===== config.mk =====
export PLATFORM = sky130hd
export DESIGN_NAME = crc16_configurable_stream_core
export DESIGN_NICKNAME = d
export VERILOG_FILES = /design/src/hw/rtl/crc16cs_pkg.sv /design/src/hw/rtl/crc16_configurable_stream_core.sv /design/src/hw/rtl/crc16cs_byte_div.sv
export VERILOG_INCLUDE_DIRS = /design/src /design/src/hw/rtl
export SDC_FILE = /design/constraint.sdc
export NUM_CORES = 1
export LEC_CHECK = 0
export BUFFER_PORTS_ARGS = -buffer_cell sky130_fd_sc_hd__buf_2
export CORE_ASPECT_RATIO = 0.5
export CORE_UTILIZATION = 60
export DETAILED_ROUTE_END_ITERATION = 10
export GPL_ROUTABILITY_DRIVEN = 0
export GPL_TIMING_DRIVEN = 1
export PLACE_DENSITY = 0.79
export SLEW_MARGIN = 20
export SYNTH_ARGS = -nofsm -noshare
export SYNTH_HDL_FRONTEND = slang
export SYNTH_SLANG_ARGS = --single-unit

===== constraint.sdc =====
create_clock -name clk -period 5.27 [get_ports clk]
set_input_delay 0.527 -clock clk [delete_from_list [all_inputs] [get_ports clk]]
set_output_delay 0.527 -clock clk [all_outputs]
set_load 0.005 [all_outputs]

===== src/hw/rtl/crc16_configurable_stream_core_assert.svh =====
// Assertion macros for the configurable CRC-16 stream core.
`ifndef CRC16_CONFIGURABLE_STREAM_CORE_ASSERT_SVH
`define CRC16_CONFIGURABLE_STREAM_CORE_ASSERT_SVH

// Check that a condition implies another in the same cycle.
`define CRC16CS_ASSERT_SAME(label, ante, cons) \
  label: assert property (@(posedge clk) disable iff (!rst_n) (ante) |-> (cons)) \
    else $error("crc16cs same-cycle check failed");

// Check that a condition implies another in the following cycle.
`define CRC16CS_ASSERT_NEXT(label, ante, cons) \
  label: assert property (@(posedge clk) disable iff (!rst_n) (ante) |=> (cons)) \
    else $error("crc16cs next-cycle check failed");

`endif


===== src/hw/rtl/crc16cs_pkg.sv =====
// Shared constants, types and bit-reversal helpers for the CRC-16 stream core.
package crc16cs_pkg;

  localparam int unsigned CRC_W     = 16;
  localparam int unsigned BYTE_W    = 8;
  localparam int unsigned REG_IDX_W = 3;

  // Default register values
  localparam logic [CRC_W-1:0] POLY_RST = 16'h1021;
  localparam logic [CRC_W-1:0] INIT_RST = 16'hFFFF;
  localparam logic [CRC_W-1:0] XOR_RST  = 16'h0000;

  // Configuration register indexes
  typedef enum logic [REG_IDX_W-1:0] {
    REG_POLYNOMIAL       = 3'd0,
    REG_INITIAL_VALUE    = 3'd1,
    REG_FINAL_XOR_VALUE  = 3'd2,
    REG_REFLECT_INPUT    = 3'd3,
    REG_REFLECT_OUTPUT   = 3'd4,
    REG_FINAL_XOR_ENABLE = 3'd5
  } reg_idx_t;

  // Settings that the byte divider needs
  typedef struct packed {
    logic [CRC_W-1:0] polynomial;
    logic             reflect_input;
  } div_cfg_t;

  // Reverse the bit order of a byte
  function automatic logic [BYTE_W-1:0] rev_byte(input logic [BYTE_W-1:0] v);
    logic [BYTE_W-1:0] r;
    for (int i = 0; i < BYTE_W; i++) begin
      r[i] = v[BYTE_W-1-i];
    end
    return r;
  endfunction

  // Reverse the bit order of a CRC word
  function automatic logic [CRC_W-1:0] rev_crc(input logic [CRC_W-1:0] v);
    logic [CRC_W-1:0] r;
    for (int i = 0; i < CRC_W; i++) begin
      r[i] = v[CRC_W-1-i];
    end
    return r;
  endfunction

endpackage


===== src/hw/rtl/crc16_configurable_stream_core.sv =====
// Result: a result appears in out_valid in the cycle after its last byte is accepted.
// Throughput: one byte per cycle; the eight-step divider sits between the remainder
// register and the input port. A last byte waits only while an earlier result is held.
// Reset (synchronous, rst_n low): configuration registers take their defaults, no result pending,
// and the next byte starts a message.
module crc16_configurable_stream_core (
  input  logic                                 clk,
  input  logic                                 rst_n,
  // byte input
  input  logic                                 in_valid,
  output logic                                 in_ready,
  input  logic [crc16cs_pkg::BYTE_W-1:0]       in_data_byte,
  input  logic                                 in_last_byte,
  // result output
  output logic                                 out_valid,
  input  logic                                 out_ready,
  output logic [crc16cs_pkg::CRC_W-1:0]        out_crc_value,
  // configuration writes
  input  logic                                 cfg_we,
  input  logic [crc16cs_pkg::REG_IDX_W-1:0]    cfg_index,
  input  logic [crc16cs_pkg::CRC_W-1:0]        cfg_wdata
);

  `include "crc16_configurable_stream_core_assert.svh"

  // Configuration registers
  logic [crc16cs_pkg::CRC_W-1:0] poly_r;
  logic [crc16cs_pkg::CRC_W-1:0] init_r;
  logic [crc16cs_pkg::CRC_W-1:0] xor_val_r;
  logic                          refl_in_r;
  logic                          refl_out_r;
  logic                          xor_en_r;

  // Running state and result stage
  logic [crc16cs_pkg::CRC_W-1:0] rem_r, rem_nxt;
  logic                          at_start_r;
  logic                          out_valid_r;
  logic [crc16cs_pkg::CRC_W-1:0] out_crc_r, out_crc_nxt;

  logic                          in_fire;
  logic [crc16cs_pkg::CRC_W-1:0] rem_base;
  logic [crc16cs_pkg::CRC_W-1:0] rem_refl;
  crc16cs_pkg::div_cfg_t         div_cfg;

  // Write configuration registers
  always_ff @(posedge clk) begin
    if (!rst_n) begin
      poly_r     <= crc16cs_pkg::POLY_RST;
      init_r     <= crc16cs_pkg::INIT_RST;
      xor_val_r  <= crc16cs_pkg::XOR_RST;
      refl_in_r  <= 1'b0;
      refl_out_r <= 1'b0;
      xor_en_r   <= 1'b0;
    end else if (cfg_we) begin
      unique case (crc16cs_pkg::reg_idx_t'(cfg_index))
        crc16cs_pkg::REG_POLYNOMIAL:       poly_r     <= cfg_wdata;
        crc16cs_pkg::REG_INITIAL_VALUE:    init_r     <= cfg_wdata;
        crc16cs_pkg::REG_FINAL_XOR_VALUE:  xor_val_r  <= cfg_wdata;
        crc16cs_pkg::REG_REFLECT_INPUT:    refl_in_r  <= cfg_wdata[0];
        crc16cs_pkg::REG_REFLECT_OUTPUT:   refl_out_r <= cfg_wdata[0];
        crc16cs_pkg::REG_FINAL_XOR_ENABLE: xor_en_r   <= cfg_wdata[0];
        default: ;
      endcase
    end
  end

  // Accept non-last items always; a last item needs a free result slot
  assign in_ready = !out_valid_r || out_ready || !in_last_byte;
  assign in_fire  = in_valid && in_ready;

  // Start from the initial value at a message boundary
  assign rem_base = at_start_r ? init_r : rem_r;

  assign div_cfg.polynomial    = poly_r;
  assign div_cfg.reflect_input = refl_in_r;

  crc16cs_byte_div u_byte_div (
    .crc_in    (rem_base),
    .data_byte (in_data_byte),
    .cfg       (div_cfg),
    .crc_out   (rem_nxt)
  );

  // Finish the CRC: reflect, then XOR
  assign rem_refl    = refl_out_r ? crc16cs_pkg::rev_crc(rem_nxt) : rem_nxt;
  assign out_crc_nxt = xor_en_r ? (rem_refl ^ xor_val_r) : rem_refl;

  // Advance remainder and message-start flag
  always_ff @(posedge clk) begin
    if (!rst_n) begin
      rem_r      <= '0;
      at_start_r <= 1'b1;
    end else if (in_fire) begin
      rem_r      <= rem_nxt;
      at_start_r <= in_last_byte;
    end
  end

  // Hold the result until taken
  always_ff @(posedge clk) begin
    if (!rst_n) begin
      out_valid_r <= 1'b0;
    end else if (in_fire && in_last_byte) begin
      out_valid_r <= 1'b1;
    end else if (out_ready) begin
      out_valid_r <= 1'b0;
    end
  end

  always_ff @(posedge clk) begin
    if (in_fire && in_last_byte) begin
      out_crc_r <= out_crc_nxt;
    end
  end

  assign out_valid     = out_valid_r;
  assign out_crc_value = out_crc_r;

  // A last item always yields a pending result next cycle
  `CRC16CS_ASSERT_NEXT(a_last_gives_result, in_fire && in_last_byte, out_valid_r)
  // A last item restarts the message
  `CRC16CS_ASSERT_NEXT(a_last_restarts, in_fire && in_last_byte, at_start_r)
  // Never overwrite a result that is still held
  `CRC16CS_ASSERT_SAME(a_no_overwrite, out_valid_r && !out_ready, !(in_fire && in_last_byte))

endmodule


===== src/hw/rtl/crc16cs_byte_div.sv =====
// One-byte CRC-16 update: optional input reflection, then eight XOR-shift steps.
module crc16cs_byte_div (
  input  logic [crc16cs_pkg::CRC_W-1:0]  crc_in,
  input  logic [crc16cs_pkg::BYTE_W-1:0] data_byte,
  input  crc16cs_pkg::div_cfg_t          cfg,
  output logic [crc16cs_pkg::CRC_W-1:0]  crc_out
);

  logic [crc16cs_pkg::BYTE_W-1:0] msg_byte;
  logic [crc16cs_pkg::CRC_W-1:0]  rem;

  // Reflect the byte when asked
  assign msg_byte = cfg.reflect_input ? crc16cs_pkg::rev_byte(data_byte) : data_byte;

  // Divide MSB-first, one bit per step
  always_comb begin
    rem = crc_in ^ {msg_byte, {(crc16cs_pkg::CRC_W - crc16cs_pkg::BYTE_W){1'b0}}};
    for (int i = 0; i < crc16cs_pkg::BYTE_W; i++) begin
      if (rem[crc16cs_pkg::CRC_W-1]) begin
        rem = (rem << 1) ^ cfg.polynomial;
      end else begin
        rem = rem << 1;
      end
    end
  end

  assign crc_out = rem;

endmodule

==> results of run 1 <==
## per-stage QoR
stage	worst slack (ns)	util
2_1_floorplan	0.708	-
3_3_place_gp	0.132	0.653
3_5_place_dp	-0.0829	0.653
4_1_cts	0.00986	0.681
5_1_grt	-0.0108	0.693
6_report	0.161	0.693
## kinds of logic after synthesis
family / count (synthesis) / synth area share
buffers and inverters: 95 / 0.0559
XOR/XNOR: 132 / 0.172
AND/OR/NAND/NOR: 421 / 0.275
AO/OA/AOI/OAI: 208 / 0.196
flip-flops: 85 / 0.252
multiplexers: 32 / 0.0487
## cell type report
cell class	instances	share of cell area
sequential	85	0.226
clock inverter	4	0.00713
multi-input combinational	794	0.633
tap	165	0.0250
inverter	17	0.00773
timing repair buffer	89	0.0673
clock buffer	12	0.0337
## flip-flops by register name (all words and copies together), names as in the netlist
signal         cells
refl_out_r         1
at_start_r         1
rem_r             16
refl_in_r          1
poly_r            16
out_crc_value     16
xor_en_r           1
out_valid          1
xor_val_r         16
init_r            16
## power breakdown
group | total (mW) | internal [mW] | switching, mW
Sequential | 0.783 | 0.742 | 0.0415
Combinational | 1.52 | 0.600 | 0.920
Clock | 0.727 | 0.429 | 0.298
## worst max-delay path, cell delays in order, from the launching register on
cell and delay [ns]:
dfxtp_2 0.44, buf_4 0.20, mux2i_1 0.29, xnor2_2 0.25, and2_1 0.25, a32o_1 0.25
a211o_2 0.38, mux2i_4 0.26, nor3_1 0.40, o21ai_0 0.16, xnor3_1 0.29, xnor2_4 0.29
buf_4 0.19, xnor2_4 0.17, buf_4 0.22, o211ai_1 0.16, nand4_1 0.10, or4b_1 0.55
## routing by layer
metal | vias to the layer above | wire length [um]
li1 | 3498 | -
met1 | 3579 | 9580
met2 | 592 | 9960
met3 | 63 | 3260
met4 | 0 | 665
met5 | - | 0
## timing repair
item | CTS | global route
setup endpoints to repair | 1 | 20
gates resized for setup | 1 | 15
cloned | 0 | 1
setup buffers | 0 | 7
pin swaps | 0 | 5
hold endpoints to repair | 0 | 0
## path summary, 6_finish.rpt
path                                   start                          to  slack (ns)  cells past startpoint
setup reg to reg      refl_in_r$_SDFFE_PN0P_  out_crc_value[8]$_DFFE_PP_        0.16                     17
hold reg to reg   xor_val_r[15]$_SDFFE_PN0P_  xor_val_r[15]$_SDFFE_PN0P_        0.47                      2
setup / recovery      refl_in_r$_SDFFE_PN0P_  out_crc_value[8]$_DFFE_PP_        0.16                     17
hold / removal                  cfg_wdata[9]      init_r[9]$_SDFFE_PN1P_        0.42                      3
## placed cells by master, fill, tap and decap left out, types with 8 or more instances in the layout
cell       instances
o21ai_0           37
nand3_1           64
buf_4             38
xor2_1            20
a21boi_0          31
nor2_1            44
mux2i_1           26
a2111oi_0          8
a211oi_1          12
nand2_1          192
a21oi_1           47
nand4_1           21
edfxtp_1          16
nor3_1            13
buf_2             50
dfxtp_1           66
inv_1             16
nor4_1            28
xnor2_1           96
clkbuf_16         10
o211ai_1          16
==> flow_summary_export.csv, run 1 <==
group,metric,value,unit
sta,finalCritPeriodShare,0.969,
setup_path,cp-start-kind,"flip-flop",
synth,synthTopCellsByArea,"dfxtp_1 (19%), xnor2_1 (12%), nand2_1 (9.8%)",
grt,grt_busiest_layer,"met2",
synth,ys_warn_count,0,
drt,vias,7732,
drt,firstDrtPassIters,6,
setup_path,cp.arrival,5.20,ns
drt,ant_nets,0,
placed_design,dp.cells,1142,
clock_network,tritoncts,"built",
synth,ys_seq_area_frac,0.252,
synth,synth_common_cells,"nand2_1 (193), xnor2_1 (98), dfxtp_1 (69), nand3_1 (64), clkbuf_1 (56)",
drt,avgRoutedWirePerCell,20.1,um
grt,grt_util_met3,0.0863,
drt,drc_errors,0,
setup_path,cp-end-kind,"flip-flop",
drt,routed_wl,23500,um
power_and_ir_drop,totalPowerFinal,3.03,mW
sta,drv_slew,0,
grt,grt_first_pass_wirelength,36400,um
sta,tns,0,ns
die,fp.coreArea,11900,um^2
synth,syn_area,7380,um^2
grt,grtUsageMet2,0.568,
grt,grt_pass1_vias,6833,
final_layout,design_area,8250,um^2
grt,grt_util_met1,0.500,
synth,synth_nets,1006,
synth,synth_edf_count,16,
final_layout,multiInputGateArea,5220,um^2
sta,min_period,5.11,ns
placed_design,placed_area,7780,um^2
synth,synth_seq_cells,85,
synth,avgSynthCellArea,7.59,um^2
sta,fin_skew,0.00936,ns
placed_design,hpwl,16400,um
clock_network,clock_sinks,85,
final_layout,nNetsFinal,1029,
grt,grt_overflow_total,0,
power_and_ir_drop,peakVddDrop,0.209,mV
sta,fmaxAchievable,196,MHz
clock_network,postCtsHoldBufs,0,
status,outcome,"complete, no violations",
synth,post-synth-top-count-cell,"nand2_1",
placed_design,io_buffers,50,
grt,antenna_found_initial,0,
grt,grtUsageTotal,0.368,
drt,avgViaCountPerCell,6.63,
power_and_ir_drop,p_leak,2.89,nW
clock_network,cts_buffers,9,
die,start_util,0.620,
final_layout,n_fill_cell,967,
sta,hold_viol,0,
clock_network,cts_root_buf,"clkbuf_16",
flow_run,cap_violations,0,
final_layout,n_antenna_cell,0,
final_layout,regArea,1870,um^2
die,die_area,12800,um^2
final_layout,stdcell_count,1166,
sta,setup_viol,0,
die,pin_count,51,
hold_path,hold_path_class,"primary input to flip-flop",
die,die_height,80.4,um
final_layout,drive_gt1_frac,0.158,
sta,tightest_slew,1.08,ns
die,die_x,159,um
final_layout,areaGrowthSynthToFinish,11.8,%
synth,ys_types,73,
grt,grt_start_max_net_pins,74,
clock_network,clock_latency,0.35,ns
synth,synth_top_area_share,0.187,
sta,slew-limit-headroom,0.282,
sta,holdWs,0.423,ns
power_and_ir_drop,powerDensity,367,nW/um^2
setup_path,critical_path_class,"flip-flop to flip-flop",
clock_network,htreeDepth,3,
drt,drtIter0Drc,1219,
synth,synthArstFlopShare,0,
synth,yosysTopAreaCell,"dfxtp_1",
synth,syn_inst,973,
setup_path,crit_required,5.36,ns
clock_network,clkTransAtPathRegs,0.07,ns
die,row_count,28,
clock_network,clockBufferDepth,2,
synth,synthFlopType,"dfxtp_1",
setup_path,path_max_fanout,13,
Power figures use the tool's default switching activity.
==> run 2, diff against run 1 <==
- CORE_MARGIN: not set -> 2
==> flow_summary_export.csv, run 2 (synthesis gave the netlist of run 1 again) <==
group,metric,value,unit
grt,antenna_found_initial,0,
setup_path,r2r_cells,16,
drt,avgViaCountPerCell,6.61,
setup_path,crit_buf_inv,2,
clock_network,clockBufferDepth,2,
setup_path,timing.reg2reg.setup_slack,0.20,ns
sta,setup_viol,0,
die,row_count,28,
status,outcome,"complete, no violations",
sta,fmaxAchievable,197,MHz
sta,min_period,5.07,ns
setup_path,slowest_delay,0.48,ns
setup_path,cpLargestDelayFamily,"compound AO/OA/AOI/OAI gates",
drt,drtIter0Drc,1254,
drt,ant_nets,0,
power_and_ir_drop,comb_power_share,0.515,
grt,grtUsageMet2,0.545,
sta,finalCritPeriodShare,0.962,
final_layout,design_area,8290,um^2
clock_network,clkTransAtPathRegs,0.07,ns
clock_network,clock_latency,0.35,ns
power_and_ir_drop,power.internal,1.73,mW
drt,firstDrtPassIters,5,
final_layout,finish.utilization,0.696,
setup_path,worstPathCellList,"mux2i_2 > xnor2_2 > o21ai_1 > a32oi_1 > a211o_2 > mux2i_4 > or3_1 > and4_4 > or3_1 > buf_4 > a21oi_1 > xor2_2 > buf_4 > nor2b_1 > a2111oi_0 > and4bb_1",
final_layout,multiInputGateArea,5300,um^2
power_and_ir_drop,powerDensity,360,nW/um^2
setup_path,cp.depth,16,
final_layout,n_antenna_cell,0,
final_layout,regArea,1870,um^2
setup_path,path_max_fanout,16,
hold_path,hold_path_class,"primary input to flip-flop",
die,pin_count,51,
die,start_util,0.620,
die,die_x,161,um
clock_network,clock_sinks,85,
clock_network,htreeDepth,3,
drt,vias,7684,
setup_path,worstReg2RegEnd,"out_crc_value[6]$_DFFE_PP_",
power_and_ir_drop,sw_frac_of_total,0.421,
setup_path,cp-end-kind,"flip-flop",
power_and_ir_drop,clockPowerShare,0.223,
sta,tightest_slew,0.975,ns
drt,routed_wl,23400,um
grt,grt_pass1_vias,6957,
placed_design,io_buffers,50,
sta,rsz0062_at_grt,"false",
die,die_area,13300,um^2
setup_path,startpoint,"at_start_r$_SDFFE_PN1P_",
final_layout,final_cell_mix,"nand2_1 (192), xnor2_1 (93), dfxtp_1 (66), nand3_1 (64), buf_2 (50)",
power_and_ir_drop,peakVddDrop,0.236,mV
die,die_height,82.4,um
grt,grt_overflow_total,0,
power_and_ir_drop,p_leak,2.89,nW
final_layout,n_fill_cell,990,
clock_network,cts_buffers,9,
drt,drc_errors,0,
sta,fin_skew,0.00762,ns
grt,grt_busiest_layer,"met2",
sta,slew-limit-headroom,0.350,
power_and_ir_drop,p_seq_frac,0.261,
drt,avgRoutedWirePerCell,20.1,um
final_layout,drive_gt1_frac,0.156,
setup_path,critical_path_class,"flip-flop to flip-flop",
setup_path,critical_path.slowest_cell,"a2111oi_0",
power_and_ir_drop,power_switching,1.26,mW
die,fp.coreArea,11900,um^2
power_and_ir_drop,totalPowerFinal,2.99,mW
setup_path,cp-start-kind,"flip-flop",
clock_network,cts_root_buf,"clkbuf_16",
final_layout,areaGrowthSynthToFinish,12.3,%
setup_path,r2r_start,"at_start_r$_SDFFE_PN1P_",
placed_design,placed_area,7770,um^2
sta,hold_viol,0,
clock_network,tritoncts,"built",
placed_design,hpwl,16000,um
grt,grt_util_met3,0.0624,
setup_path,cp.arrival,5.29,ns
grt,grt_util_met1,0.481,
grt,grt_first_pass_wirelength,36100,um
final_layout,nNetsFinal,1027,
setup_path,crit_required,5.49,ns
sta,drv_slew,0,
flow_run,cap_violations,0,
setup_path,worstSetupEndpoint,"out_crc_value[6]$_DFFE_PP_",
final_layout,final_common_cell,"nand2_1",
clock_network,postCtsHoldBufs,0,
grt,grtUsageTotal,0.351,
grt,grt_start_max_net_pins,71,
run 2: worst register-to-register path, delay by kind of cell (launching register included):
family                    cells  cell delay [ns]
xor gates and xnor gates      2             0.42
DFF                           1             0.43
AOI/OAI and AO/OA             5             1.69
muxes                         2             0.68
buffers and inverters         2             0.41
and+or+nand+nor               5             1.29
run 2: power groups by stage:
| stage | Sequential [mW] | Combinational (mW) | Clock, mW |
|---|---|---|---|
| after floorplan | 0.778 | 1.03 | 0 |
| after global placement | 0.790 | 1.35 | 0 |
| after detailed placement | 0.791 | 1.38 | 0 |
| after CTS | 0.778 | 1.41 | 0.663 |
| after global routing | 0.784 | 1.64 | 0.688 |
| final | 0.780 | 1.54 | 0.667 |
run 2: per-stage QoR:
step | setup slack (ns) | cells | TNS (ns) | hold slack (ns)
floorplan | 0.708 | 973 | 0 | 0.441
global placement | 0.194 | 1139 | 0 | 0.449
detailed placement | -0.0256 | 1139 | -0.0928 | 0.454
CTS | 0.0383 | 1156 | 0 | 0.429
global route | 0.0155 | 1163 | 0 | 0.448
finish | 0.202 | 1163 | 0 | 0.431
run 2: area by class of cell:
cell class              instances  share of cell area
well taps                     165              0.0249
repair buffers                 86              0.0673
inverters                      17             0.00770
flip-flops and latches         85               0.225
clock inverters                 4             0.00649
clock buffers                  11              0.0293
multi-input cells             795               0.639
run 2: how the worst min path moves through the flow:
stage | start | to | slack, ns | cells past startpoint
2_1_floorplan | init_r[0]$_SDFFE_PN1P_ | init_r[0]$_SDFFE_PN1P_ | 0.44 | 2
3_3_place_gp | init_r[9]$_SDFFE_PN1P_ | init_r[9]$_SDFFE_PN1P_ | 0.45 | 2
3_5_place_dp | init_r[1]$_SDFFE_PN1P_ | init_r[1]$_SDFFE_PN1P_ | 0.45 | 2
4_1_cts | cfg_wdata[13] | init_r[13]$_SDFFE_PN1P_ | 0.43 | 3
5_1_grt | cfg_wdata[6] | init_r[6]$_SDFFE_PN1P_ | 0.45 | 3
6_report | cfg_wdata[13] | init_r[13]$_SDFFE_PN1P_ | 0.43 | 3
run 2: repair_timing:
action	in CTS	in global routing
pin swaps	1	2
cloned	0	2
gates resized for setup	2	19
setup buffers	2	4
endpoints found under the setup margin	5	20
run 2: metal layers:
metal  wire length (um)  share of wire
met1               9770           0.42
met3               2870           0.12
met2               9870           0.42
met4                908          0.039
met5                  0              0
